**src/design/battery_sample_averager_defines.svh**
```systemverilog
// ----------------------------------------------------------------------------
// Battery sample averager assertion macros
// Assertion wrappers; ASSERT_OFF turns them into empty text.
// ----------------------------------------------------------------------------
`ifndef BATTERY_SAMPLE_AVERAGER_DEFINES_SVH
`define BATTERY_SAMPLE_AVERAGER_DEFINES_SVH

`ifndef ASSERT_OFF
// check under reset qualification
`define BSA_ASSERT(lbl, prop, msg) \
    lbl: assert property (@(posedge aclk) disable iff (!aresetn) prop) else $error(msg);
// check at every edge, reset included
`define BSA_ASSERT_ALWAYS(lbl, prop, msg) \
    lbl: assert property (@(posedge aclk) prop) else $error(msg);
`else
`define BSA_ASSERT(lbl, prop, msg)
`define BSA_ASSERT_ALWAYS(lbl, prop, msg)
`endif

`endif

```
**src/design/bsa_pkg.sv**
```systemverilog
// ----------------------------------------------------------------------------
// Battery sample averager package
// Widths, conversion constants and controller/datapath interface types.
// ----------------------------------------------------------------------------
`timescale 1ns / 1ps

package bsa_pkg;

    localparam int SAMPLES     = 10;
    localparam int ADC_W       = 10;
    localparam int MV_W        = 12;
    localparam int GOOD_W      = 7;
    localparam int TOTAL_W     = 18;
    localparam int CNT_W       = 7;
    localparam int DIV_STEPS   = TOTAL_W;
    localparam int DIV_CNT_W   = $clog2(DIV_STEPS);
    localparam int S_TDATA_W   = 16;
    localparam int M_TDATA_W   = 24;

    // adc * 1000 / 1024, then * 36 / 10
    localparam int MV_SCALE    = 1000;
    localparam int MV_SHIFT    = 10;
    localparam int MV_MUL      = 36;
    localparam int PROD_W      = 16;
    // x / 10 == (x * 52429) >> 19, exact for x below 43699
    localparam int RECIP_10    = 52429;
    localparam int RECIP_SHIFT = 19;

    localparam logic OP_SAMPLE  = 1'b0;
    localparam logic OP_TIMEOUT = 1'b1;

    typedef struct packed {
        logic load_in;
        logic conv1;
        logic conv2;
        logic conv3;
        logic accum;
        logic div_init;
        logic div_step;
        logic emit;
    } bsa_cmd_t;

    typedef struct packed {
        logic last_sample;
        logic div_done;
        logic out_free;
    } bsa_status_t;

endpackage

```
**src/design/battery_sample_averager.sv**
```systemverilog
// ----------------------------------------------------------------------------
// Battery sample averager
// Averages nonzero battery millivolt readings over a block of samples.
// ----------------------------------------------------------------------------
// Channel  Dir  Handshake         Payload
// s_       in   s_tvalid/tready   tuser: opcode; tdata: adc_sample
// m_       out  m_tvalid/tready   tuser: timed_out; tdata: average_mv, good_samples
//
// After a sample is accepted, s_tready stays low through the three
// conversion stages and the accumulate. The sample that completes a
// block, and a timeout, add division by the 18-step serial divider and
// hand-off. A pending result in the output register does not stop
// intake; only a second result waits for m_tready.
// Reset (aresetn low, synchronous) clears totals and control; no sweep.
// ----------------------------------------------------------------------------
`timescale 1ns / 1ps

module battery_sample_averager
    import bsa_pkg::*;
(
    input  logic                 aclk,
    input  logic                 aresetn,
    input  logic                 s_tvalid,
    output logic                 s_tready,
    input  logic [S_TDATA_W-1:0] s_tdata,   // [9:0] adc_sample, [15:10] zero
    input  logic                 s_tuser,   // [0] opcode
    output logic                 m_tvalid,
    input  logic                 m_tready,
    output logic [M_TDATA_W-1:0] m_tdata,   // [11:0] average_mv, [18:12] good_samples
    output logic                 m_tuser    // [0] timed_out
);

    bsa_cmd_t    cmd;
    bsa_status_t status;

    bsa_ctrl u_ctrl (
        .aclk     (aclk),
        .aresetn  (aresetn),
        .s_tvalid (s_tvalid),
        .s_tuser  (s_tuser),
        .s_tready (s_tready),
        .status_i (status),
        .cmd_o    (cmd)
    );

    bsa_datapath u_datapath (
        .aclk     (aclk),
        .aresetn  (aresetn),
        .s_tuser  (s_tuser),
        .s_tdata  (s_tdata),
        .cmd_i    (cmd),
        .status_o (status),
        .m_tvalid (m_tvalid),
        .m_tready (m_tready),
        .m_tdata  (m_tdata),
        .m_tuser  (m_tuser)
    );

endmodule

```
**src/design/bsa_ctrl.sv**
```systemverilog
// ----------------------------------------------------------------------------
// Battery sample averager controller
// Sequences conversion, accumulation, division and result hand-off.
// ----------------------------------------------------------------------------
`timescale 1ns / 1ps

module bsa_ctrl
    import bsa_pkg::*;
(
    input  logic        aclk,
    input  logic        aresetn,
    input  logic        s_tvalid,
    input  logic        s_tuser,
    output logic        s_tready,
    input  bsa_status_t status_i,
    output bsa_cmd_t    cmd_o
);

    typedef enum logic [2:0] {
        ST_IDLE,
        ST_CONV1,
        ST_CONV2,
        ST_CONV3,
        ST_ACCUM,
        ST_DIV_INIT,
        ST_DIV,
        ST_EMIT
    } state_t;

    state_t state_reg;
    logic   ready_reg;
    logic   accept;

    assign accept   = s_tvalid && ready_reg;
    assign s_tready = ready_reg;

    always_comb begin
        cmd_o          = '0;
        cmd_o.load_in  = accept;
        cmd_o.conv1    = (state_reg == ST_CONV1);
        cmd_o.conv2    = (state_reg == ST_CONV2);
        cmd_o.conv3    = (state_reg == ST_CONV3);
        cmd_o.accum    = (state_reg == ST_ACCUM);
        cmd_o.div_init = (state_reg == ST_DIV_INIT);
        cmd_o.div_step = (state_reg == ST_DIV);
        cmd_o.emit     = (state_reg == ST_EMIT) && status_i.out_free;
    end

    always_ff @(posedge aclk) begin
        if (!aresetn) begin
            state_reg <= ST_IDLE;
            ready_reg <= 1'b1;
        end else begin
            case (state_reg)
                ST_IDLE: begin
                    if (accept) begin
                        ready_reg <= 1'b0;
                        state_reg <= (s_tuser == OP_TIMEOUT) ? ST_DIV_INIT : ST_CONV1;
                    end
                end
                ST_CONV1: state_reg <= ST_CONV2;
                ST_CONV2: state_reg <= ST_CONV3;
                ST_CONV3: state_reg <= ST_ACCUM;
                ST_ACCUM: begin
                    if (status_i.last_sample) begin
                        state_reg <= ST_DIV_INIT;
                    end else begin
                        state_reg <= ST_IDLE;
                        ready_reg <= 1'b1;
                    end
                end
                ST_DIV_INIT: state_reg <= ST_DIV;
                ST_DIV: begin
                    if (status_i.div_done) begin
                        state_reg <= ST_EMIT;
                    end
                end
                ST_EMIT: begin
                    // hold until the output register is free
                    if (status_i.out_free) begin
                        state_reg <= ST_IDLE;
                        ready_reg <= 1'b1;
                    end
                end
                default: begin
                    state_reg <= ST_IDLE;
                    ready_reg <= 1'b1;
                end
            endcase
        end
    end

endmodule

```
**src/design/bsa_datapath.sv**
```systemverilog
// ----------------------------------------------------------------------------
// Battery sample averager datapath
// Millivolt conversion, running totals, serial divider and output register.
// ----------------------------------------------------------------------------
`timescale 1ns / 1ps

`include "battery_sample_averager_defines.svh"

module bsa_datapath
    import bsa_pkg::*;
(
    input  logic                 aclk,
    input  logic                 aresetn,
    input  logic                 s_tuser,
    input  logic [S_TDATA_W-1:0] s_tdata,
    input  bsa_cmd_t             cmd_i,
    output bsa_status_t          status_o,
    output logic                 m_tvalid,
    input  logic                 m_tready,
    output logic [M_TDATA_W-1:0] m_tdata,
    output logic                 m_tuser
);

    localparam int CONV_W  = ADC_W + MV_SHIFT;
    localparam int RECIP_W = 2 * PROD_W;
    localparam int REM_W   = CNT_W;

    logic                  op_reg;
    logic [ADC_W-1:0]      adc_reg;
    logic [ADC_W-1:0]      mv1_reg;
    logic [PROD_W-1:0]     prod_reg;
    logic [MV_W-1:0]       mv_reg;

    logic [TOTAL_W-1:0]    voltage_total_reg;
    logic [CNT_W-1:0]      sample_count_reg;
    logic [CNT_W-1:0]      failed_count_reg;

    logic [TOTAL_W-1:0]    div_quo_reg;
    logic [REM_W-1:0]      div_rem_reg;
    logic [CNT_W-1:0]      div_divisor_reg;
    logic [DIV_CNT_W-1:0]  div_cnt_reg;
    logic [GOOD_W-1:0]     good_reg;

    logic                  m_tvalid_reg;
    logic [MV_W-1:0]       avg_out_reg;
    logic [GOOD_W-1:0]     good_out_reg;
    logic                  flag_out_reg;

    logic [CONV_W-1:0]     conv_prod;
    logic [RECIP_W-1:0]    recip_prod;
    logic [CNT_W-1:0]      good_next;
    logic [REM_W:0]        div_shift;
    logic [REM_W:0]        div_diff;
    logic                  div_bit;

    assign conv_prod  = CONV_W'(adc_reg) * CONV_W'(MV_SCALE);
    assign recip_prod = RECIP_W'(prod_reg) * RECIP_W'(RECIP_10);
    assign good_next  = sample_count_reg - failed_count_reg;

    assign div_shift  = {div_rem_reg, div_quo_reg[TOTAL_W-1]};
    assign div_diff   = div_shift - {1'b0, div_divisor_reg};
    assign div_bit    = (div_shift >= {1'b0, div_divisor_reg});

    assign status_o.last_sample = ({1'b0, sample_count_reg} + (CNT_W+1)'(1))
                                  >= (CNT_W+1)'(SAMPLES);
    assign status_o.div_done    = (div_cnt_reg == DIV_CNT_W'(DIV_STEPS - 1));
    assign status_o.out_free    = !m_tvalid_reg || m_tready;

    // conversion pipeline and input latch
    always_ff @(posedge aclk) begin
        if (cmd_i.load_in) begin
            op_reg  <= s_tuser;
            adc_reg <= s_tdata[ADC_W-1:0];
        end
        if (cmd_i.conv1) begin
            mv1_reg <= conv_prod[CONV_W-1:MV_SHIFT];
        end
        if (cmd_i.conv2) begin
            prod_reg <= PROD_W'(mv1_reg) * PROD_W'(MV_MUL);
        end
        if (cmd_i.conv3) begin
            mv_reg <= recip_prod[RECIP_SHIFT+MV_W-1:RECIP_SHIFT];
        end
    end

    // running totals
    always_ff @(posedge aclk) begin
        if (!aresetn) begin
            voltage_total_reg <= '0;
            sample_count_reg  <= '0;
            failed_count_reg  <= '0;
        end else if (cmd_i.emit) begin
            voltage_total_reg <= '0;
            sample_count_reg  <= '0;
            failed_count_reg  <= '0;
        end else if (cmd_i.accum) begin
            if (mv_reg != '0) begin
                voltage_total_reg <= voltage_total_reg + TOTAL_W'(mv_reg);
            end else begin
                failed_count_reg <= failed_count_reg + CNT_W'(1);
            end
            sample_count_reg <= sample_count_reg + CNT_W'(1);
        end
    end

    // restoring divider, one quotient bit per cycle
    always_ff @(posedge aclk) begin
        if (cmd_i.div_init) begin
            div_quo_reg     <= voltage_total_reg;
            div_rem_reg     <= '0;
            div_cnt_reg     <= '0;
            good_reg        <= good_next;
            div_divisor_reg <= (good_next == '0) ? CNT_W'(SAMPLES) : good_next;
        end else if (cmd_i.div_step) begin
            div_quo_reg <= {div_quo_reg[TOTAL_W-2:0], div_bit};
            div_rem_reg <= div_bit ? div_diff[REM_W-1:0] : div_shift[REM_W-1:0];
            div_cnt_reg <= div_cnt_reg + DIV_CNT_W'(1);
        end
    end

    // output register
    always_ff @(posedge aclk) begin
        if (!aresetn) begin
            m_tvalid_reg <= 1'b0;
        end else if (cmd_i.emit) begin
            m_tvalid_reg <= 1'b1;
        end else if (m_tready) begin
            m_tvalid_reg <= 1'b0;
        end
    end

    always_ff @(posedge aclk) begin
        if (cmd_i.emit) begin
            avg_out_reg  <= div_quo_reg[MV_W-1:0];
            good_out_reg <= good_reg;
            flag_out_reg <= (op_reg == OP_TIMEOUT);
        end
    end

    assign m_tvalid = m_tvalid_reg;
    assign m_tdata  = {(M_TDATA_W - MV_W - GOOD_W)'(0), good_out_reg, avg_out_reg};
    assign m_tuser  = flag_out_reg;

    `BSA_ASSERT(a_emit_slot_free, cmd_i.emit |-> (!m_tvalid_reg || m_tready), "emit over pending result")
    `BSA_ASSERT(a_clear_on_emit, cmd_i.emit |=> (sample_count_reg == '0 && voltage_total_reg == '0), "state not cleared after emit")
    `BSA_ASSERT(a_failed_le_count, failed_count_reg <= sample_count_reg, "failed count exceeds sample count")
    `BSA_ASSERT(a_divisor_nonzero, cmd_i.div_step |-> (div_divisor_reg != '0), "zero divisor in division")
    `BSA_ASSERT_ALWAYS(a_reset_idle_out, !aresetn |=> !m_tvalid_reg, "result valid after reset")

endmodule
```
**config.mk**
```make
export PLATFORM = sky130hd
export DESIGN_NAME = battery_sample_averager
export DESIGN_NICKNAME = d
export VERILOG_FILES = /design/src/design/bsa_pkg.sv /design/src/design/battery_sample_averager.sv /design/src/design/bsa_ctrl.sv /design/src/design/bsa_datapath.sv
export VERILOG_INCLUDE_DIRS = /design/src /design/src/design
export SDC_FILE = /design/constraint.sdc
export NUM_CORES = 1
export LEC_CHECK = 0
export ABC_AREA = 1
export BUFFER_PORTS_ARGS = -buffer_cell sky130_fd_sc_hd__buf_2
export CORE_MARGIN = 10
export CORE_UTILIZATION = 32
export CTS_BUF_LIST = sky130_fd_sc_hd__clkbuf_8
export CTS_CLUSTER_SIZE = 12
export DETAILED_ROUTE_END_ITERATION = 10
export PLACE_DENSITY_LB_ADDON = 0.05
export SLEW_MARGIN = 10
export SYNTH_ARGS = -nofsm -noshare
export SYNTH_HDL_FRONTEND = slang
export SYNTH_SLANG_ARGS = --single-unit
```
**constraint.sdc**
```tcl
create_clock -name aclk -period 4.5 [get_ports aclk]
set_clock_uncertainty 0.2 [all_clocks]
set_input_delay 0.45 -clock aclk [delete_from_list [all_inputs] [get_ports aclk]]
set_output_delay 0.45 -clock aclk [all_outputs]
set_load 0.01 [all_outputs]
```
==> results of run 1 <==
[logic make-up (layout without fill, tap and decap cells)]
logic type / count (synthesis) / in the layout
other: 1 / 5
AO/OA/AOI/OAI: 195 / 195
buffers and inverters: 287 / 453
XOR/XNOR: 46 / 46
adder cells (fa/ha/maj): 267 / 267
flip-flops: 148 / 148
AND/OR/NAND/NOR: 504 / 504
[synth_stat cells (4+ instances only)]
master and count:
sky130_fd_sc_hd__buf_4 8, sky130_fd_sc_hd__nand2_2 5, sky130_fd_sc_hd__or2_2 7, sky130_fd_sc_hd__xor2_1 29, sky130_fd_sc_hd__o21bai_1 11, sky130_fd_sc_hd__nand2_1 276, sky130_fd_sc_hd__xnor2_1 17, sky130_fd_sc_hd__fa_1 84
sky130_fd_sc_hd__nand3_1 60, sky130_fd_sc_hd__nor2_1 94, sky130_fd_sc_hd__nand4_1 27, sky130_fd_sc_hd__o21ai_1 15, sky130_fd_sc_hd__edfxtp_1 99, sky130_fd_sc_hd__o21a_1 5, sky130_fd_sc_hd__a21oi_1 90, sky130_fd_sc_hd__o21ai_2 4
sky130_fd_sc_hd__a31oi_1 6, sky130_fd_sc_hd__nor2_2 4, sky130_fd_sc_hd__ha_1 183, sky130_fd_sc_hd__a21o_1 8, sky130_fd_sc_hd__a21oi_2 6, sky130_fd_sc_hd__o21ai_0 41, sky130_fd_sc_hd__dfxtp_1 49, sky130_fd_sc_hd__inv_1 261
sky130_fd_sc_hd__nor3_1 14, sky130_fd_sc_hd__buf_6 5, sky130_fd_sc_hd__inv_2 6
[layer usage]
metal | vias up | GRT usage [%]
met5 | - | 0
met3 | 19 | 1.906
met2 | 60 | 21.89
li1 | 5036 | -
met1 | 4447 | 17.28
met4 | 0 | 4.405
[worst paths after layout]
check | start | to | cells past startpoint
max | u_datapath.prod_reg[14] | u_datapath.mv_reg[10] | 17
min | aresetn | u_ctrl.state_reg[0] | 3
max reg2reg | u_datapath.prod_reg[14] | u_datapath.mv_reg[10] | 17
min reg2reg | u_datapath.good_reg[1] | u_datapath.good_out_reg[1] | 0
[worst reg2reg max path: stages (launching register included)]
cell and delay [ns]:
sky130_fd_sc_hd__edfxtp_1 0.41, sky130_fd_sc_hd__buf_6 0.14, sky130_fd_sc_hd__ha_4 0.27, sky130_fd_sc_hd__inv_2 0.04, sky130_fd_sc_hd__fa_1 0.49, sky130_fd_sc_hd__fa_2 0.45, sky130_fd_sc_hd__fa_1 0.50, sky130_fd_sc_hd__fa_1 0.51
sky130_fd_sc_hd__inv_1 0.05, sky130_fd_sc_hd__fa_1 0.52, sky130_fd_sc_hd__ha_4 0.23, sky130_fd_sc_hd__a21oi_2 0.14, sky130_fd_sc_hd__a21boi_2 0.21, sky130_fd_sc_hd__nor2_1 0.08, sky130_fd_sc_hd__o21bai_1 0.17, sky130_fd_sc_hd__nand3_1 0.10
sky130_fd_sc_hd__nand2_1 0.06, sky130_fd_sc_hd__nand2_1 0.04
[layout make-up]
class / instances / area share (%)
clock buffers: 17 / 1.522
flip-flops and latches: 148 / 25.72
multi-input cells: 1017 / 53.61
inverters: 270 / 6.665
well taps: 525 / 4.272
repair buffers: 151 / 6.991
clock inverters: 15 / 1.221
[metrics by stage]
stage / cells / hold slack, ns / setup TNS [ns] / setup slack (ns)
after floorplan: 1452 / 0.2003 / -0.8998 / -0.1478
after global placement: 2091 / 0.2011 / -3.808 / -0.4671
after detailed placement: 2091 / 0.2057 / -4.209 / -0.4487
after CTS: 2140 / 0.04906 / -3.355 / -0.3619
after global routing: 2143 / 0.1093 / -5.525 / -0.5281
final: 2143 / 0.08696 / -3.104 / -0.3347
[timing repair]
| action | CTS | global route |
|---|---|---|
| hold endpoints to repair | 11 | 0 |
| setup endpoints to repair | 13 | 17 |
| setup buffers | 6 | 3 |
| hold buffers | 11 | 0 |
| pin swaps | 26 | 18 |
| resized for setup | 42 | 34 |
==> results.sh, run 1 <==
export IMPL_worst_path_most_repeated_cell="sky130_fd_sc_hd__fa_1"
export IMPL_critPathMaxStageDelay_ns=0.52
export IMPL_total_drc_errors_in_the_routed_layout=0
export IMPL_placeableCoreArea_sq_um=39640
export IMPL_antenna_cells=0
export IMPL_cts_made_buffers=17
export IMPL_layout_core_utilization_pct=38.79
export IMPL_grt_max_degree=33
export IMPL_area_growth_pct=20.00
export IMPL_synth_simple_area_share_pct=17.26
export IMPL_synth_area_leaders="sky130_fd_sc_hd__edfxtp_1 (23%), sky130_fd_sc_hd__ha_1 (18%), sky130_fd_sc_hd__fa_1 (13%), sky130_fd_sc_hd__nand2_1 (8.1%), sky130_fd_sc_hd__dfxtp_1 (7.7%)"
export IMPL_groute_usage_overall_pct=13.19
export IMPL_timing_critical_path_fanout_max=3
export IMPL_multiInputGateArea_sq_um=8243
export IMPL_routed_via_count=9562
export IMPL_io_pins=48
export IMPL_drive_gt1_share_pct=18.79
export IMPL_clk_latency_ns=0.48
export IMPL_synth_top_family_by_area="adder cells"
export IMPL_status="finished with violations"
export IMPL_mostFrequentLayoutCell="sky130_fd_sc_hd__nand2_1"
export IMPL_crit_path_top_delay_cell="sky130_fd_sc_hd__fa_1"
export IMPL_cpLargestDelayFamily="adder cells"
export IMPL_wl_met1_microns=14860
export IMPL_report_final_hold_viol_count=0
export IMPL_synth_edf_count=99
export IMPL_violations="setup timing"
export IMPL_yosys_cell_types_count=49
export IMPL_antenna_found_initial=0
export IMPL_max_freq_mhz=206.8
export IMPL_cp_cell_sequence="buf_6 > ha_4 > inv_2 > fa_1 > fa_2 > fa_1 > fa_1 > inv_1 > fa_1 > ha_4 > a21oi_2 > a21boi_2 > nor2_1 > o21bai_1 > nand3_1 > nand2_1 > nand2_1"
export IMPL_drt_iter0_drc=372
export IMPL_setup_worst_path_start_class="flop"
export IMPL_syn_inst=1448
export IMPL_met2_length_microns=14620
export IMPL_yosys_register_bits=148
export IMPL_max_slew_margin_pct=28.13
export IMPL_synth_compound_area_share_pct=8.691
export IMPL_worst_path_buf_inv=3
export IMPL_clock_sinks=148
export IMPL_worst_setup_path_type="reg -> reg"
export IMPL_setup_slack_ns=-0.3347
export IMPL_timing_final_crit_period_ns=4.835
export IMPL_clk_path_buf_depth=2
export IMPL_routed_top_layer="met4"
export IMPL_first_pass_drt_iterations=4
export IMPL_overflow=0
export IMPL_grt_pass1_vias=9787
export IMPL_register_area_sq_um=3954
export IMPL_critical_path_required_ns=4.54
export IMPL_timing_critical_path_arrival_ns=4.87
export IMPL_syn_area_sq_um=12810
export IMPL_syn_area_per_cell_sq_um=8.848
export IMPL_worst_hold_path_type="in -> reg"
export IMPL_post_dp_cell_area_sq_um=14460
export IMPL_synth_largest_type_area_fraction_pct=23.20
export IMPL_die_area_sq_um=48440
export IMPL_routed_wire_length_per_instance_microns=14.25
export IMPL_worst_setup_hold_path_clk_slew_ns=0.11
export IMPL_htree_levels=4
export IMPL_synth_async_reset_ratio_pct=0
export IMPL_die_w_microns=220.1
export IMPL_antenna_violating_nets_post_route=0
export IMPL_dp_hpwl_microns=25800
export IMPL_synth_adder_area_share_pct=31.00
export IMPL_finalSetupViolations=12
export IMPL_rows=73
export IMPL_layout_nets=1893
export IMPL_timing_max_transition_violations_final=0
export IMPL_most_frequent_cells_in_the_layout="sky130_fd_sc_hd__nand2_1 (261), sky130_fd_sc_hd__inv_1 (250), sky130_fd_sc_hd__ha_1 (165)"
export IMPL_detail_route_vias_per_cell=4.462
export IMPL_setup_repair_after_global_routing_missed_its_margin="yes"
export IMPL_routed_wirelength_microns=30530
export IMPL_filler_cell_count_in_the_final_layout=4142
export IMPL_synth_yosys_warnings=0
export IMPL_grt_pass1_wl_microns=50320
export IMPL_cts_root_buffer_cell="sky130_fd_sc_hd__clkbuf_8"
export IMPL_cts_tree="built"
export IMPL_ys_dominant_reg_cell="sky130_fd_sc_hd__edfxtp_1"
export IMPL_met3WireLength_microns=498
export IMPL_synth_top_area_cell="sky130_fd_sc_hd__edfxtp_1"
export IMPL_die_h_microns=220.1
export IMPL_yosysSeqAreaShare_pct=30.86
export IMPL_post_synth_mux_area_share_pct=0
export IMPL_maximum_capacitance_violations=0
export IMPL_place_port_buffers=36
export IMPL_post_synth_xor_area_fraction_pct=3.145
export IMPL_globalplace_congestion=0.8330
export IMPL_initial_utilization_pct=32.32
export IMPL_postLayoutCellArea_sq_um=15370
export IMPL_worstSetupEndpointType="flop"
export IMPL_worst_slew_pin_slew_ns=1.074
export IMPL_final_period_utilization_pct=107.4
export IMPL_ff2ff_setup_slack_ns=-0.33
Power of run 1 is left out: the tool's default activity adds up to more than one toggle a clock period on the data nets, which glitch-free logic cannot reach.
==> run 2: changes to the inputs <==
- clock period: 4.5 -> 4.6 ns (I/O delays scaled with it)
==> results.sh, run 2 (synthesized netlist as in run 1, its figures left out) <==
export IMPL_clk_latency_ns=0.52
export IMPL_report_final_hold_viol_count=0
export IMPL_grt_max_degree=33
export IMPL_grt_pass1_vias=9687
export IMPL_count_of_cells_along_the_worst_hold_path=3
export IMPL_cts_root_buffer_cell="sky130_fd_sc_hd__clkbuf_8"
export IMPL_timing_final_crit_period_ns=4.831
export IMPL_dp_slack_ns=-0.3554
export IMPL_dp_hpwl_microns=25130
export IMPL_critical_register_to_register_path_endpoint="u_datapath.mv_reg[0]"
export IMPL_timing_critical_path_fanout_max=4
export IMPL_setup_slack_ns=-0.2314
export IMPL_mostFrequentLayoutCell="sky130_fd_sc_hd__nand2_1"
export IMPL_layout_nets=1888
export IMPL_area_growth_pct=19.87
export IMPL_clock_sinks=148
export IMPL_worstHoldEndpoint="u_datapath.m_tvalid"
export IMPL_setup_worst_path_start_class="flop"
export IMPL_worst_setup_hold_path_clk_slew_ns=0.08
export IMPL_die_area_sq_um=48440
export IMPL_cts_tree="built"
export IMPL_drive_gt1_share_pct=19.09
export IMPL_routed_wirelength_microns=30050
export IMPL_max_slew_margin_pct=25.61
export IMPL_io_pins=48
export IMPL_detail_route_vias_per_cell=4.516
export IMPL_clk_path_buf_depth=2
export IMPL_setup_repair_after_global_routing_missed_its_margin="yes"
export IMPL_min_delay_start="m_tready"
export IMPL_overflow=0
export IMPL_worst_r2r_cell_count=14
export IMPL_die_w_microns=220.1
export IMPL_placeableCoreArea_sq_um=39640
export IMPL_register_area_sq_um=3954
export IMPL_antenna_violating_nets_post_route=0
export IMPL_first_pass_drt_iterations=5
export IMPL_fin_setup_tns_ns=-2.131
export IMPL_max_freq_mhz=207.0
export IMPL_ff2ff_setup_slack_ns=-0.23
export IMPL_final_period_utilization_pct=105.0
export IMPL_routed_wire_length_per_instance_microns=14.06
export IMPL_filler_cell_count_in_the_final_layout=4120
export IMPL_cts_made_buffers=17
export IMPL_worstSetupEndpointType="flop"
export IMPL_total_drc_errors_in_the_routed_layout=0
export IMPL_timing_max_transition_violations_final=0
export IMPL_antenna_cells=0
export IMPL_multiInputGateArea_sq_um=8299
export IMPL_drt_iter0_drc=476
export IMPL_finalSetupViolations=12
export IMPL_timing_critical_path_arrival_ns=4.90
export IMPL_place_port_buffers=36
export IMPL_regToRegStartpoint="u_datapath.prod_reg[13]"
export IMPL_worst_slew_pin_slew_ns=1.112
export IMPL_initial_utilization_pct=32.32
export IMPL_htree_levels=4
export IMPL_rows=73
export IMPL_maximum_capacitance_violations=0
export IMPL_grt_pass1_wl_microns=49850
export IMPL_die_h_microns=220.1
export IMPL_violations="setup timing"
export IMPL_critical_path_required_ns=4.67
export IMPL_groute_usage_overall_pct=13.07
export IMPL_status="finished with violations"
export IMPL_antenna_found_initial=0
export IMPL_most_frequent_cells_in_the_layout="sky130_fd_sc_hd__nand2_1 (257), sky130_fd_sc_hd__inv_1 (250), sky130_fd_sc_hd__ha_1 (162)"
export IMPL_worst_setup_path_type="reg -> reg"
export IMPL_worst_hold_path_type="in -> reg"
export IMPL_routed_via_count=9656
export IMPL_globalplace_congestion=0.8374
run 2: changes by cell type in the layout (fill, tap and decap cells not counted), moves of 3 or more:
cell / delta
sky130_fd_sc_hd__buf_4: -7
sky130_fd_sc_hd__clkinv_4: +4
sky130_fd_sc_hd__inv_8: -4
sky130_fd_sc_hd__nand2_1: -4
sky130_fd_sc_hd__fa_1: -3
sky130_fd_sc_hd__fa_2: +3
sky130_fd_sc_hd__ha_1: -3
sky130_fd_sc_hd__ha_4: +3
sky130_fd_sc_hd__nand2_4: +3
run 2: worst max-delay path by stage:
stage                                  to  depth (start not counted)                    start
floorplan            u_datapath.mv_reg[0]                         19  u_datapath.prod_reg[14]
finish               u_datapath.mv_reg[0]                         14  u_datapath.prod_reg[13]
global placement     u_datapath.mv_reg[5]                         15  u_datapath.prod_reg[11]
global route        u_datapath.mv_reg[10]                         17  u_datapath.prod_reg[14]
detailed placement   u_datapath.mv_reg[9]                         16  u_datapath.prod_reg[15]
CTS                 u_datapath.mv_reg[10]                         17  u_datapath.prod_reg[14]
run 2: area by class of cell:
cell class                 instances  area share (%)
multi-input combinational       1017           54.04
sequential                       148           25.74
timing repair buffer             146           6.794
inverter                         270           6.672
tap                              525           4.277
clock buffer                      18           1.613
clock inverter                    14          0.8635
run 2: stage by stage:
stage / cells / hold slack, ns / util, % / instance area [sq um]
floorplan: 1452 / 0.2003 / - / 12950
global placement: 2090 / 0.2004 / 36.22 / 14360
detailed placement: 2090 / 0.2062 / 36.22 / 14360
CTS: 2136 / 0.1337 / 38.23 / 15150
global route: 2138 / 0.1648 / 38.74 / 15360
finish: 2138 / 0.1648 / 38.74 / 15360
run 2: what timing repair did:
| action | in CTS | in global routing |
|---|---|---|
| resized for setup | 54 | 53 |
| hold endpoints to repair | 12 | 0 |
| pin swaps | 23 | 25 |
| hold buffers | 12 | 0 |
| endpoints found under the setup margin | 12 | 17 |
| buffers inserted | 2 | 2 |
run 2: critical path, stage by stage, from the launching register on:
cell and delay [ns]:
sky130_fd_sc_hd__edfxtp_1 0.49, sky130_fd_sc_hd__ha_4 0.32, sky130_fd_sc_hd__inv_2 0.03, sky130_fd_sc_hd__fa_1 0.45, sky130_fd_sc_hd__fa_2 0.55, sky130_fd_sc_hd__fa_1 0.46, sky130_fd_sc_hd__fa_1 0.54, sky130_fd_sc_hd__inv_2 0.04
sky130_fd_sc_hd__fa_2 0.54, sky130_fd_sc_hd__ha_4 0.22, sky130_fd_sc_hd__a21oi_2 0.14, sky130_fd_sc_hd__o21bai_1 0.12, sky130_fd_sc_hd__o21bai_4 0.20, sky130_fd_sc_hd__nand2b_4 0.15, sky130_fd_sc_hd__xor2_2 0.15
run 2: metal layers:
layer  GRT usage (%)  routed length, microns  vias to the layer above  part of all wire [%]
met5               0                       0                        -                     0
met4           4.223                     465                        0                   1.5
met3           2.509                     802                       24                   2.7
met2           20.81                   14130                       85                    47
met1           17.51                   14650                     4521                    49
li1                -                       -                     5026                     -
Power of run 2 is left out for the same reason.
